### src/sv/bgc_pkg.sv
// Package for the push-button gesture classifier.
// Holds edge and gesture codes, register indexes, reset values and the config struct.
// No dependencies.
package bgc_pkg;

    // Last edge seen on the pin
    typedef enum logic [1:0] {
        EDGE_FALL = 2'd0,
        EDGE_RISE = 2'd1,
        EDGE_NONE = 2'd2
    } t_edge;

    // Reported gesture codes
    typedef enum logic [2:0] {
        G_NONE       = 3'd0,
        G_SINGLE     = 3'd1,
        G_DOUBLE     = 3'd2,
        G_TRIPLE     = 3'd3,
        G_SHORT_TAP  = 3'd4,
        G_LONG_TAP   = 3'd5,
        G_LONG_PRESS = 3'd6
    } t_gesture;

    // Configuration register indexes
    localparam int unsigned CFG_IDX_W = 3;
    localparam int unsigned CFG_DATA_W = 16;
    localparam logic [CFG_IDX_W-1:0] REG_RELEASE_TIMEOUT = 3'd0;
    localparam logic [CFG_IDX_W-1:0] REG_LONG_PRESS      = 3'd1;
    localparam logic [CFG_IDX_W-1:0] REG_SHORT_TAP_LIMIT = 3'd2;
    localparam logic [CFG_IDX_W-1:0] REG_LONG_TAP_LIMIT  = 3'd3;
    localparam logic [CFG_IDX_W-1:0] REG_TAP_COOLDOWN    = 3'd4;

    // Register values after reset
    localparam logic [15:0] RST_RELEASE_TIMEOUT = 16'd500;
    localparam logic [15:0] RST_LONG_PRESS      = 16'd2000;
    localparam logic [7:0]  RST_SHORT_TAP_LIMIT = 8'd4;
    localparam logic [7:0]  RST_LONG_TAP_LIMIT  = 8'd8;
    localparam logic [15:0] RST_TAP_COOLDOWN    = 16'd1000;

    localparam logic [7:0] COUNT_MAX = 8'hFF;

    // Configuration as seen by the classifier core
    typedef struct packed {
        logic [15:0] release_timeout_ms;
        logic [15:0] long_press_ms;
        logic [7:0]  short_tap_limit;
        logic [7:0]  long_tap_limit;
        logic [15:0] tap_cooldown_ms;
    } t_cfg;

endpackage

### src/sv/bgc_core.sv
// Classifier core: edge detection, press counting and gesture decision for one sample.
// Holds the gesture state; result is combinational from the sample and state.
// Depends on bgc_pkg.
module bgc_core (
    input  logic              i_clk,
    input  logic              i_rst_n,
    input  logic              i_step,
    input  logic              i_level,
    input  logic [31:0]       i_now,
    input  bgc_pkg::t_cfg     i_cfg,
    output bgc_pkg::t_gesture o_gesture
);
    import bgc_pkg::*;

    logic        r_prev_level;
    t_edge       r_edge;
    logic [7:0]  r_press_count;
    logic [31:0] r_press_stamp;
    logic [31:0] r_release_stamp;
    logic [31:0] r_short_tap_stamp;
    logic [31:0] r_long_tap_stamp;

    logic        fall;
    logic        rise;
    t_edge       edge_cur;
    logic [7:0]  count_cur;
    logic [31:0] press_stamp_cur;
    logic [31:0] release_stamp_cur;
    logic [31:0] dt_release;
    logic [31:0] dt_press;
    logic [31:0] dt_long_tap;
    logic [31:0] dt_short_tap;
    logic        rel_hit;
    logic        lp_hit;
    logic        lt_hit;
    logic        st_hit;
    logic        clear;
    t_gesture    clicks;

    // Edge detection and state as updated by this sample
    always_comb begin
        fall = (i_level != r_prev_level) && !i_level;
        rise = (i_level != r_prev_level) && i_level;
        edge_cur = fall ? EDGE_FALL : (rise ? EDGE_RISE : r_edge);
        count_cur = (fall && (r_press_count != COUNT_MAX)) ? r_press_count + 8'd1
                                                           : r_press_count;
        press_stamp_cur = fall ? i_now : r_press_stamp;
        release_stamp_cur = rise ? i_now : r_release_stamp;
    end

    // Wrapped time differences and threshold checks
    always_comb begin
        dt_release   = i_now - release_stamp_cur;
        dt_press     = i_now - press_stamp_cur;
        dt_long_tap  = i_now - r_long_tap_stamp;
        dt_short_tap = i_now - r_short_tap_stamp;
        rel_hit = (edge_cur == EDGE_RISE) && (dt_release > {16'd0, i_cfg.release_timeout_ms});
        lp_hit  = (edge_cur == EDGE_FALL) && (dt_press > {16'd0, i_cfg.long_press_ms});
        lt_hit  = (count_cur > i_cfg.long_tap_limit)
                  && (dt_long_tap > {16'd0, i_cfg.tap_cooldown_ms});
        st_hit  = (count_cur > i_cfg.short_tap_limit)
                  && (dt_short_tap > {16'd0, i_cfg.tap_cooldown_ms});
    end

    // Map the press count to a click gesture
    always_comb begin
        unique case (count_cur)
            8'd1:    clicks = G_SINGLE;
            8'd2:    clicks = G_DOUBLE;
            8'd3:    clicks = G_TRIPLE;
            default: clicks = G_NONE;
        endcase
    end

    // Pick one gesture: release, long press, long tap, short tap
    always_comb begin
        clear = 1'b0;
        priority if (rel_hit) begin
            o_gesture = clicks;
            clear = 1'b1;
        end else if (lp_hit) begin
            o_gesture = G_LONG_PRESS;
            clear = 1'b1;
        end else if (lt_hit) begin
            o_gesture = G_LONG_TAP;
        end else if (st_hit) begin
            o_gesture = G_SHORT_TAP;
        end else begin
            o_gesture = G_NONE;
        end
    end

    // Commit state on each sample taken
    always_ff @(posedge i_clk) begin
        if (!i_rst_n) begin
            r_prev_level      <= 1'b0;
            r_edge            <= EDGE_NONE;
            r_press_count     <= 8'd0;
            r_press_stamp     <= 32'd0;
            r_release_stamp   <= 32'd0;
            r_short_tap_stamp <= 32'd0;
            r_long_tap_stamp  <= 32'd0;
        end else if (i_step) begin
            r_prev_level    <= i_level;
            r_press_stamp   <= press_stamp_cur;
            r_release_stamp <= release_stamp_cur;
            r_edge          <= clear ? EDGE_NONE : edge_cur;
            r_press_count   <= clear ? 8'd0 : count_cur;
            if (!rel_hit && !lp_hit && lt_hit) begin
                r_long_tap_stamp <= i_now;
            end
            if (!rel_hit && !lp_hit && !lt_hit && st_hit) begin
                r_short_tap_stamp <= i_now;
            end
        end
    end

    // Resolving or long press clears the count and edge memory
    a_clear: assert property (@(posedge i_clk) disable iff (!i_rst_n)
        i_step && (rel_hit || lp_hit) |=> (r_press_count == 8'd0) && (r_edge == EDGE_NONE))
        else $error("count not cleared after resolve");

    // A long tap restamps its cooldown
    a_lt_stamp: assert property (@(posedge i_clk) disable iff (!i_rst_n)
        i_step && (o_gesture == G_LONG_TAP) |=> r_long_tap_stamp == $past(i_now))
        else $error("long tap stamp not updated");

    // State holds between samples
    a_hold: assert property (@(posedge i_clk) disable iff (!i_rst_n)
        !i_step |=> $stable(r_press_count) && $stable(r_edge) && $stable(r_prev_level))
        else $error("state changed without a sample");

endmodule

### src/sv/button_gesture_classifier_top.sv
// A sample accepted into the input register passes through bgc_core into the result register, then shows on m_axis.
// Throughput: one sample per cycle while m_axis is not stalled; the input and result registers advance together.
// Reset (i_rst_n low, synchronous): pipeline empty, gesture state cleared, registers at defaults.
// Config writes are always ready and apply at once; write only while the block is idle.
// Top level of the push-button gesture classifier; depends on bgc_pkg and bgc_core.
module button_gesture_classifier_top (
    input  logic                             i_clk,
    input  logic                             i_rst_n,
    // Sample stream
    input  logic                             s_axis_tvalid,
    output logic                             s_axis_tready,
    input  logic [39:0]                      s_axis_tdata,  // [0] button_level, [32:1] now_ms
    // Gesture stream
    output logic                             m_axis_tvalid,
    input  logic                             m_axis_tready,
    output logic [7:0]                       m_axis_tdata,  // [2:0] gesture
    // Configuration writes
    input  logic                             i_cfg_valid,
    output logic                             o_cfg_ready,
    input  logic [bgc_pkg::CFG_IDX_W-1:0]    i_cfg_index,
    input  logic [bgc_pkg::CFG_DATA_W-1:0]   i_cfg_data
);
    import bgc_pkg::*;

    t_cfg        r_cfg;
    logic        r_in_valid;
    logic        r_in_level;
    logic [31:0] r_in_now;
    logic        r_out_valid;
    t_gesture    r_out_gesture;
    t_gesture    gesture;
    logic        advance;

    assign o_cfg_ready = 1'b1;

    // Configuration registers
    always_ff @(posedge i_clk) begin
        if (!i_rst_n) begin
            r_cfg.release_timeout_ms <= RST_RELEASE_TIMEOUT;
            r_cfg.long_press_ms      <= RST_LONG_PRESS;
            r_cfg.short_tap_limit    <= RST_SHORT_TAP_LIMIT;
            r_cfg.long_tap_limit     <= RST_LONG_TAP_LIMIT;
            r_cfg.tap_cooldown_ms    <= RST_TAP_COOLDOWN;
        end else if (i_cfg_valid) begin
            unique case (i_cfg_index)
                REG_RELEASE_TIMEOUT: r_cfg.release_timeout_ms <= i_cfg_data;
                REG_LONG_PRESS:      r_cfg.long_press_ms      <= i_cfg_data;
                REG_SHORT_TAP_LIMIT: r_cfg.short_tap_limit    <= i_cfg_data[7:0];
                REG_LONG_TAP_LIMIT:  r_cfg.long_tap_limit     <= i_cfg_data[7:0];
                REG_TAP_COOLDOWN:    r_cfg.tap_cooldown_ms    <= i_cfg_data;
                default: ;
            endcase
        end
    end

    // Advance a held request when the result slot is free or being drained
    assign advance       = r_in_valid && (!r_out_valid || m_axis_tready);
    assign s_axis_tready = !r_in_valid || advance;

    // Input register
    always_ff @(posedge i_clk) begin
        if (!i_rst_n) begin
            r_in_valid <= 1'b0;
        end else if (s_axis_tready) begin
            r_in_valid <= s_axis_tvalid;
        end
    end

    always_ff @(posedge i_clk) begin
        if (s_axis_tready && s_axis_tvalid) begin
            r_in_level <= s_axis_tdata[0];
            r_in_now   <= s_axis_tdata[32:1];
        end
    end

    bgc_core u_core (
        .i_clk     (i_clk),
        .i_rst_n   (i_rst_n),
        .i_step    (advance),
        .i_level   (r_in_level),
        .i_now     (r_in_now),
        .i_cfg     (r_cfg),
        .o_gesture (gesture)
    );

    // Result register
    always_ff @(posedge i_clk) begin
        if (!i_rst_n) begin
            r_out_valid <= 1'b0;
        end else if (advance) begin
            r_out_valid <= 1'b1;
        end else if (m_axis_tready) begin
            r_out_valid <= 1'b0;
        end
    end

    always_ff @(posedge i_clk) begin
        if (advance) begin
            r_out_gesture <= gesture;
        end
    end

    assign m_axis_tvalid = r_out_valid;
    assign m_axis_tdata  = {5'd0, r_out_gesture};

    // A result is never overwritten while it waits
    a_no_overwrite: assert property (@(posedge i_clk) disable iff (!i_rst_n)
        r_out_valid && !m_axis_tready |-> !advance)
        else $error("result overwritten while stalled");

    // A held request moves on whenever the output side can take it
    a_flow: assert property (@(posedge i_clk) disable iff (!i_rst_n)
        r_in_valid && (!r_out_valid || m_axis_tready) |=> r_out_valid)
        else $error("result not produced");

    // Gesture codes stay within the defined set
    a_code: assert property (@(posedge i_clk) disable iff (!i_rst_n)
        r_out_valid |-> r_out_gesture != 3'd7)
        else $error("invalid gesture code");

endmodule

### config.mk
export PLATFORM = sky130hd
export DESIGN_NAME = button_gesture_classifier_top
export DESIGN_NICKNAME = d
export VERILOG_FILES = /design/src/sv/bgc_pkg.sv /design/src/sv/bgc_core.sv /design/src/sv/button_gesture_classifier_top.sv
export SDC_FILE = /design/constraint.sdc
export NUM_CORES = 1
export LEC_CHECK = 0
export BUFFER_PORTS_ARGS = -buffer_cell sky130_fd_sc_hd__buf_2
export CORE_MARGIN = 5
export CORE_UTILIZATION = 55
export CTS_BUF_LIST = sky130_fd_sc_hd__clkbuf_4 sky130_fd_sc_hd__clkbuf_8 sky130_fd_sc_hd__clkbuf_16
export CTS_CLUSTER_SIZE = 12
export DETAILED_ROUTE_END_ITERATION = 6
export PLACE_DENSITY = 0.72
export SLEW_MARGIN = 0
export SYNTH_ARGS = -nofsm -noshare
export SYNTH_HDL_FRONTEND = slang
export SYNTH_SLANG_ARGS = --single-unit
### constraint.sdc
create_clock -name i_clk -period 6.8 [get_ports i_clk]
set_input_delay 1.36 -clock i_clk [delete_from_list [all_inputs] [get_ports i_clk]]
set_output_delay 1.36 -clock i_clk [all_outputs]
set_load 0.02 [all_outputs]
Word level (Yosys, flattened, before mapping)
Cells that the tools add are included.
{"block": "op_classes", "addsub": 5, "order_cmp": 6, "n_eq_ne": 10, "n_mux": 16, "n_reduce_logical": 31}
{"op": "> comparator 32 x 16 -> 1 bit", "count": 4}
{"op": "subtractor 32 bit", "count": 4}
{"op": "two-way mux 32 bit", "count": 2}
{"op": "equality test 8 x 2 -> 1 bit (second input constant)", "count": 2}
{"op": "> comparator 8 bit", "count": 2}
{"op": "two-way mux 8 bit", "count": 2}
{"op": "AND reduction 2 bit", "count": 7}
{"op": "logical AND 1 bit", "count": 13}
{"op": "two-way mux 3 bit", "count": 4}
{"op": "adder 8 x 1 -> 8 bit (second input constant)", "count": 1}
{"op": "equality test 8 x 1 -> 1 bit (second input constant)", "count": 1}
{"op": "inequality test 8 bit (second input constant)", "count": 1}
{"op": "equality test 3 x 2 -> 1 bit (second input constant)", "count": 2}
{"op": "logical NOT 1 bit", "count": 6}
{"op": "two-way mux 2 bit", "count": 3}
{"op": "one-hot mux 2 bit (3 select lines)", "count": 1}
{"op": "two-way mux 1 bit", "count": 4}
{"op": "equality test 3 x 1 -> 1 bit (second input constant)", "count": 1}
{"op": "equality test 3 bit (second input constant)", "count": 1}
{"op": "logical NOT 3 bit", "count": 1}
{"op": "equality test 2 x 1 -> 1 bit (second input constant)", "count": 1}
{"op": "logical NOT 2 bit", "count": 1}
{"op": "logical OR 1 bit", "count": 2}
{"op": "nonzero test 2 bit", "count": 1}
{"op": "inequality test 1 bit", "count": 1}
{"block": "word_totals", "register_bits": 241, "input_bits": 64, "output_inout_bits": 11, "word_cells": 85}

Longest topological paths before layout
{"block": "logic_depth", "word_depth": 11, "ltp_mapped": 29, "mapped_depth_nobuf": 25}

Cells and area by module
A second synthesis with hierarchy kept.
{"block": "unflattened", "cells_unflattened": 2498, "hier_area_um2": 19834.0}
{"mod": "bgc_core", "n_inst": 1, "cells_per_inst": 2206, "area_per_inst_um2": 16139.2, "seq_area_each_um2": 2782.7}
{"mod": "button_gesture_classifier_top", "n_inst": 1, "cells_per_inst": 292, "area_per_inst_um2": 3694.8, "seq_area_each_um2": 2402.3}

Worst setup path before layout
No wires, ideal clock.
{"block": "synth_timing", "path_kind": "register to register", "from": "reg r_in_level", "to": "reg u_core.r_long_tap_stamp[1]", "setup_time_ps": 72, "arrival_ps": 5825, "required_time_ps": 6728, "path_slack_ps": 903, "stages_incl_launch_ff": 26, "path_buffers": 6, "synth_period_minus_slack_ps": 5897, "cell_sequence": "edfxtp_1 -> buf_2 -> nor2b_1 -> clkbuf_1 -> buf_1 -> buf_1 -> mux2i_1 -> ha_1 -> clkbuf_1 -> nand2_1 -> a211o_1 -> o21ai_0 -> a41oi_1 -> xnor2_1 -> ha_1 -> and4_1 -> a221oi_1 -> nor2_1 -> a211oi_1 -> and4_1 -> nand4_1 -> or4_1 -> o21ai_2 -> nor4b_4 -> buf_6 -> mux2i_1"}
{"block": "synth_via", "elab_chain_len": 10, "elab_cells_between_ends": 25, "classes_between": "add/sub: 2; order compare: 3; eq/ne: 2; mux: 5; reduce/logical: 13"}
{"element": "from (decl)", "line_no": "button_gesture_classifier_top.sv:27", "text": "logic r_in_level;"}
{"element": "from (signal assigned)", "line_no": "button_gesture_classifier_top.sv:71", "text": "r_in_level <= s_axis_tdata[0];"}
{"element": "inequality test 1 bit / logical NOT 1 bit (equally long branches)", "line_no": "bgc_core.sv:42, bgc_core.sv:43"}
{"element": "logical AND 1 bit, on equally long branches", "line_no": "bgc_core.sv:43, bgc_core.sv:42"}
{"element": "two-way mux 32 bit (tied with other cells)", "line_no": "bgc_core.sv:48", "text": "release_stamp_cur = rise ? i_now : r_release_stamp;"}
{"element": "subtractor 32 bit (tied with other cells)", "line_no": "bgc_core.sv:53", "text": "dt_release = i_now - release_stamp_cur;"}
{"element": "> comparator 32 x 16 -> 1 bit (tied with other cells)", "line_no": "bgc_core.sv:57", "text": "rel_hit = (edge_cur == EDGE_RISE) && (dt_release > {16'd0, i_cfg.release_timeout_ms});"}
{"element": "logical AND 1 bit, on equally long branches", "line_no": "bgc_core.sv:57, bgc_core.sv:58"}
{"element": "logical NOT 1 bit", "line_no": "bgc_core.sv:109", "text": "if (!rel_hit && !lp_hit && lt_hit) begin"}
{"element": "logical AND 1 bit", "line_no": "bgc_core.sv:109"}
{"element": "logical AND 1 bit (*)", "line_no": "bgc_core.sv:109"}
{"element": "AND reduction 2 bit (no line) (*)"}
{"element": "to (signal assigned)", "line_no": "bgc_core.sv:110", "text": "r_long_tap_stamp <= i_now;"}
{"element": "to (decl)", "line_no": "bgc_core.sv:21", "text": "logic [31:0] r_long_tap_stamp;"}
Mark *: on every way between the ends. The rest lies on a longest branch, timed or not.
A chain may end at the register's enable or synchronous reset.

Worst setup path in the final report
{"block": "layout_timing", "from": "reg r_in_level", "to": "reg u_core.r_long_tap_stamp[8]"}
{"block": "layout_via", "elab_chain_len": 10, "elab_cells_between_ends": 25, "classes_between": "add/sub: 2; order compare: 3; eq/ne: 2; mux: 5; reduce/logical: 13"}
{"element": "inequality test 1 bit / logical NOT 1 bit (equally long branches)", "line_no": "bgc_core.sv:42", "text": "fall = (i_level != r_prev_level) && !i_level;"}
{"element": "logical AND 1 bit (*)", "line_no": "bgc_core.sv:42"}
{"element": "two-way mux 32 bit (*)", "line_no": "bgc_core.sv:47", "text": "press_stamp_cur = fall ? i_now : r_press_stamp;"}
{"element": "via u_core.press_stamp_cur[0]", "line_no": "bgc_core.sv:27", "text": "logic [31:0] press_stamp_cur;"}
{"element": "subtractor 32 bit (*)", "line_no": "bgc_core.sv:54", "text": "dt_press = i_now - press_stamp_cur;"}
{"element": "> comparator 32 x 16 -> 1 bit (*)", "line_no": "bgc_core.sv:58", "text": "lp_hit = (edge_cur == EDGE_FALL) && (dt_press > {16'd0, i_cfg.long_press_ms});"}
{"element": "logical AND 1 bit (*)", "line_no": "bgc_core.sv:58"}
{"element": "logical NOT 1 bit (*)", "line_no": "bgc_core.sv:109"}
{"element": "logical AND 1 bit (*) (2 in a row)", "line_no": "bgc_core.sv:109"}
{"element": "AND reduction 2 bit (no line) (*)"}
Mark *: on every way through the listed nets, which the timed path passes. The rest lies on a longest branch.

==> metrics.txt <==
status finished, final reports clean; placed wire-length estimate 43100 µm; DR vias 18000; Overflow after GRT 0; detailed router's first-iteration violation count 1380; clock latency on the worst-skew pair around 0.58 ns; largest net degree at the start of global routing 73; Synth top area share 21.4%; PortBufs 61; Clk pwr share approximately 40%; clock root buffer clkbuf_16; dpl ws 0.553 ns; MaxCap Viol Count 0; Die ar. 38800 µm²; Post-CTS Setup Bufs 0; syn avg cell area 7.72 µm²; Chip Width 197 µm; CTS tree done; Die H 197 µm; Final Hold Fails 0; Tot GR Track Use 27.7%; hold_buf cts 0; core area 34500 µm²; I/O Pins 75; sw frac 30.8%; final antenna-violating net count 0; commonest cells in the netlist nand2_1 (388), a21oi_1 (226), dfxtp_1 (205); Pwr Density 210 nW/µm²; Yosys cell types 93; crit end category register; sequential element share of the synthesized area between 20 and 30%; CTS clk-pin slew, worst paths 0.06 ns; maximum clock path buffer count 3; count of flip-flops with a built-in enable after synthesis 36; initial antenna violation count 0; Max FO, Critical Path 32; Site Rows 68; cell taking the most area after synthesis dfxtp_1; H-tree levels 1; first drt pass iteration count 6; Post-Synthesis Cells around 2500; Final #Nets 2748; Worst R2R Setup Slack 0.44 ns; Via-to-Cell Ratio 6.04; share of power burned in registers 35.1%; Sw Pwr around 1400 µW; period utilization 93.6%; worst setup path category register to register; YS warnings 0; worst relative slew slack 28.0%; measured slew at the worst slew-check pin between 1 and 1.5 ns; final setup margin 0.435 ns; #FFs+latches synth between 200 and 250; Final setup violation count 0; DRC 0; share of cells above drive strength 1 under 10%; P_int 3050 µW; Main synth FF type dfxtp_1; setup tns final 0 ns; Final Wtd Congestion a little under 1; CTS resizes 0; Initial Util 55.6%; n_diodes 0; crit start category register; fin cells 2975; vias in the first global route 17100; Leak Pwr 0.00844 µW; Final Max Tran Viols 0; Worst Skew 0.0283 ns; Synth area leaders dfxtp_1 (21%), ha_1 (12%), nand2_1 (7.6%); Post-synth ARST share 0%; first-pass GRT wire length 88300 µm; Combinational Power Share 24.7%; top-count cell post-synth nand2_1; placed insts 2920; fmax 157 MHz; peak supply drop 0.286 mV; post-layout utilization of the core between 60% and 70%; RSZ-0062 raised after global routing no; Layout area overhead 9.24%; CTS sink cnt 241; synthesized area slightly below 20000 µm²; fin crit period between 6 and 7 ns; Hold Crit Class register to register; routed wire length 55800 µm; crit path DAT 6.85 ns; CTS buffer count 30; CP required ~7.3 ns; wire per inst 18.7 µm
## power by group through the flow
stage / registers (µW) / clock network [µW] / logic [µW]
2_1_floorplan: 1550 / 0 / 805
3_3_place_gp: 1580 / 0 / 1060
3_5_place_dp: 1580 / 0 / 1070
4_1_cts: 1550 / 1810 / 1080
5_1_grt: 1550 / 1870 / 1210
6_report: 1550 / 1770 / 1090
## sequential cells by signal, summed over array words and instances (netlist names), 2 cells and up
| signal | flops |
|---|---|
| r_cfg | 64 |
| r_in_now | 32 |
| r_out_gesture | 3 |
| u_core.r_edge | 2 |
| u_core.r_long_tap_stamp | 32 |
| u_core.r_press_count | 8 |
| u_core.r_press_stamp | 32 |
| u_core.r_release_stamp | 32 |
| u_core.r_short_tap_stamp | 32 |
## layout by cell type, fill, tap and decap left out, types with 43 or more instances in the layout
master / instances
a21o_1: 62
nor2b_1: 43
ha_1: 185
dfxtp_1: 205
nand2_1: 388
xor2_1: 52
a21oi_1: 226
nand3_1: 59
nor2_1: 177
buf_2: 60
xnor2_1: 56
mux2i_1: 117
o21ai_0: 107
inv_1: 168
a211oi_1: 55
nand4_1: 43
## critical path, stage by stage, from the launching register on
cell and delay, ns:
edfxtp_1 0.59, nand2b_1 0.30, nand2_1 0.10, o21ai_0 0.11
ha_1 0.24, a22oi_1 0.31, o22ai_1 0.21, a21oi_2 0.21
nor2_1 0.12, o21ai_0 0.40, a21oi_1 0.14, xnor2_1 0.20
ha_1 0.27, and3_1 0.20, a221o_1 0.35, a221oi_1 0.29
nor2_1 0.11, a211oi_1 0.15, and4_1 0.21, nand4_1 0.10
or4_1 0.43, o21ai_2 0.33, nor4b_4 0.31, buf_12 0.29
mux2i_1 0.26
## kinds of logic after synthesis
family,count (synthesis),share of synthesized area [%]
AO/OA/AOI/OAI,676,22.8
XOR/XNOR,109,5.01
adder cells (fa/ha/maj),193,12.6
multiplexers,118,6.16
buffers and inverters,289,5.99
flip-flops,241,27.0
AND/OR/NAND/NOR,860,20.4
other,2,0.0391
## per-stage QoR
stage	hold slack, ns	cell area, µm²	total power [µW]
2_1_floorplan	0.435	19200	2360
3_3_place_gp	0.442	19900	2630
3_5_place_dp	0.448	19900	2650
4_1_cts	0.456	21000	4440
5_1_grt	0.470	21000	4630
6_report	0.455	21000	4420
## final timing paths
check,start,endpoint,depth (start not counted)
setup / recovery,r_in_level,u_core.r_long_tap_stamp[8],24
hold / removal,r_cfg[30],r_cfg[30],2
setup reg to reg,r_in_level,u_core.r_long_tap_stamp[8],24
hold reg to reg,r_cfg[30],r_cfg[30],2
## cell type report
type | instances | area [µm²]
flip-flops and latches | 241 | 5180
well taps | 455 | 569
inverters | 170 | 639
clock buffers | 43 | 932
fillers | 3272 | 13600
clock inverters | 12 | 193
multi-input cells | 1962 | 12900
repair buffers | 92 | 566
## routing by layer
metal	global-route usage [%]	share of wire (%)	wire, µm
met3	4.00	5.6	3100
met1	36.2	44	24800
met5	0	0	0
met4	10.2	4.1	2280
met2	46.8	46	25600
(Power assumes the default switching activity.)
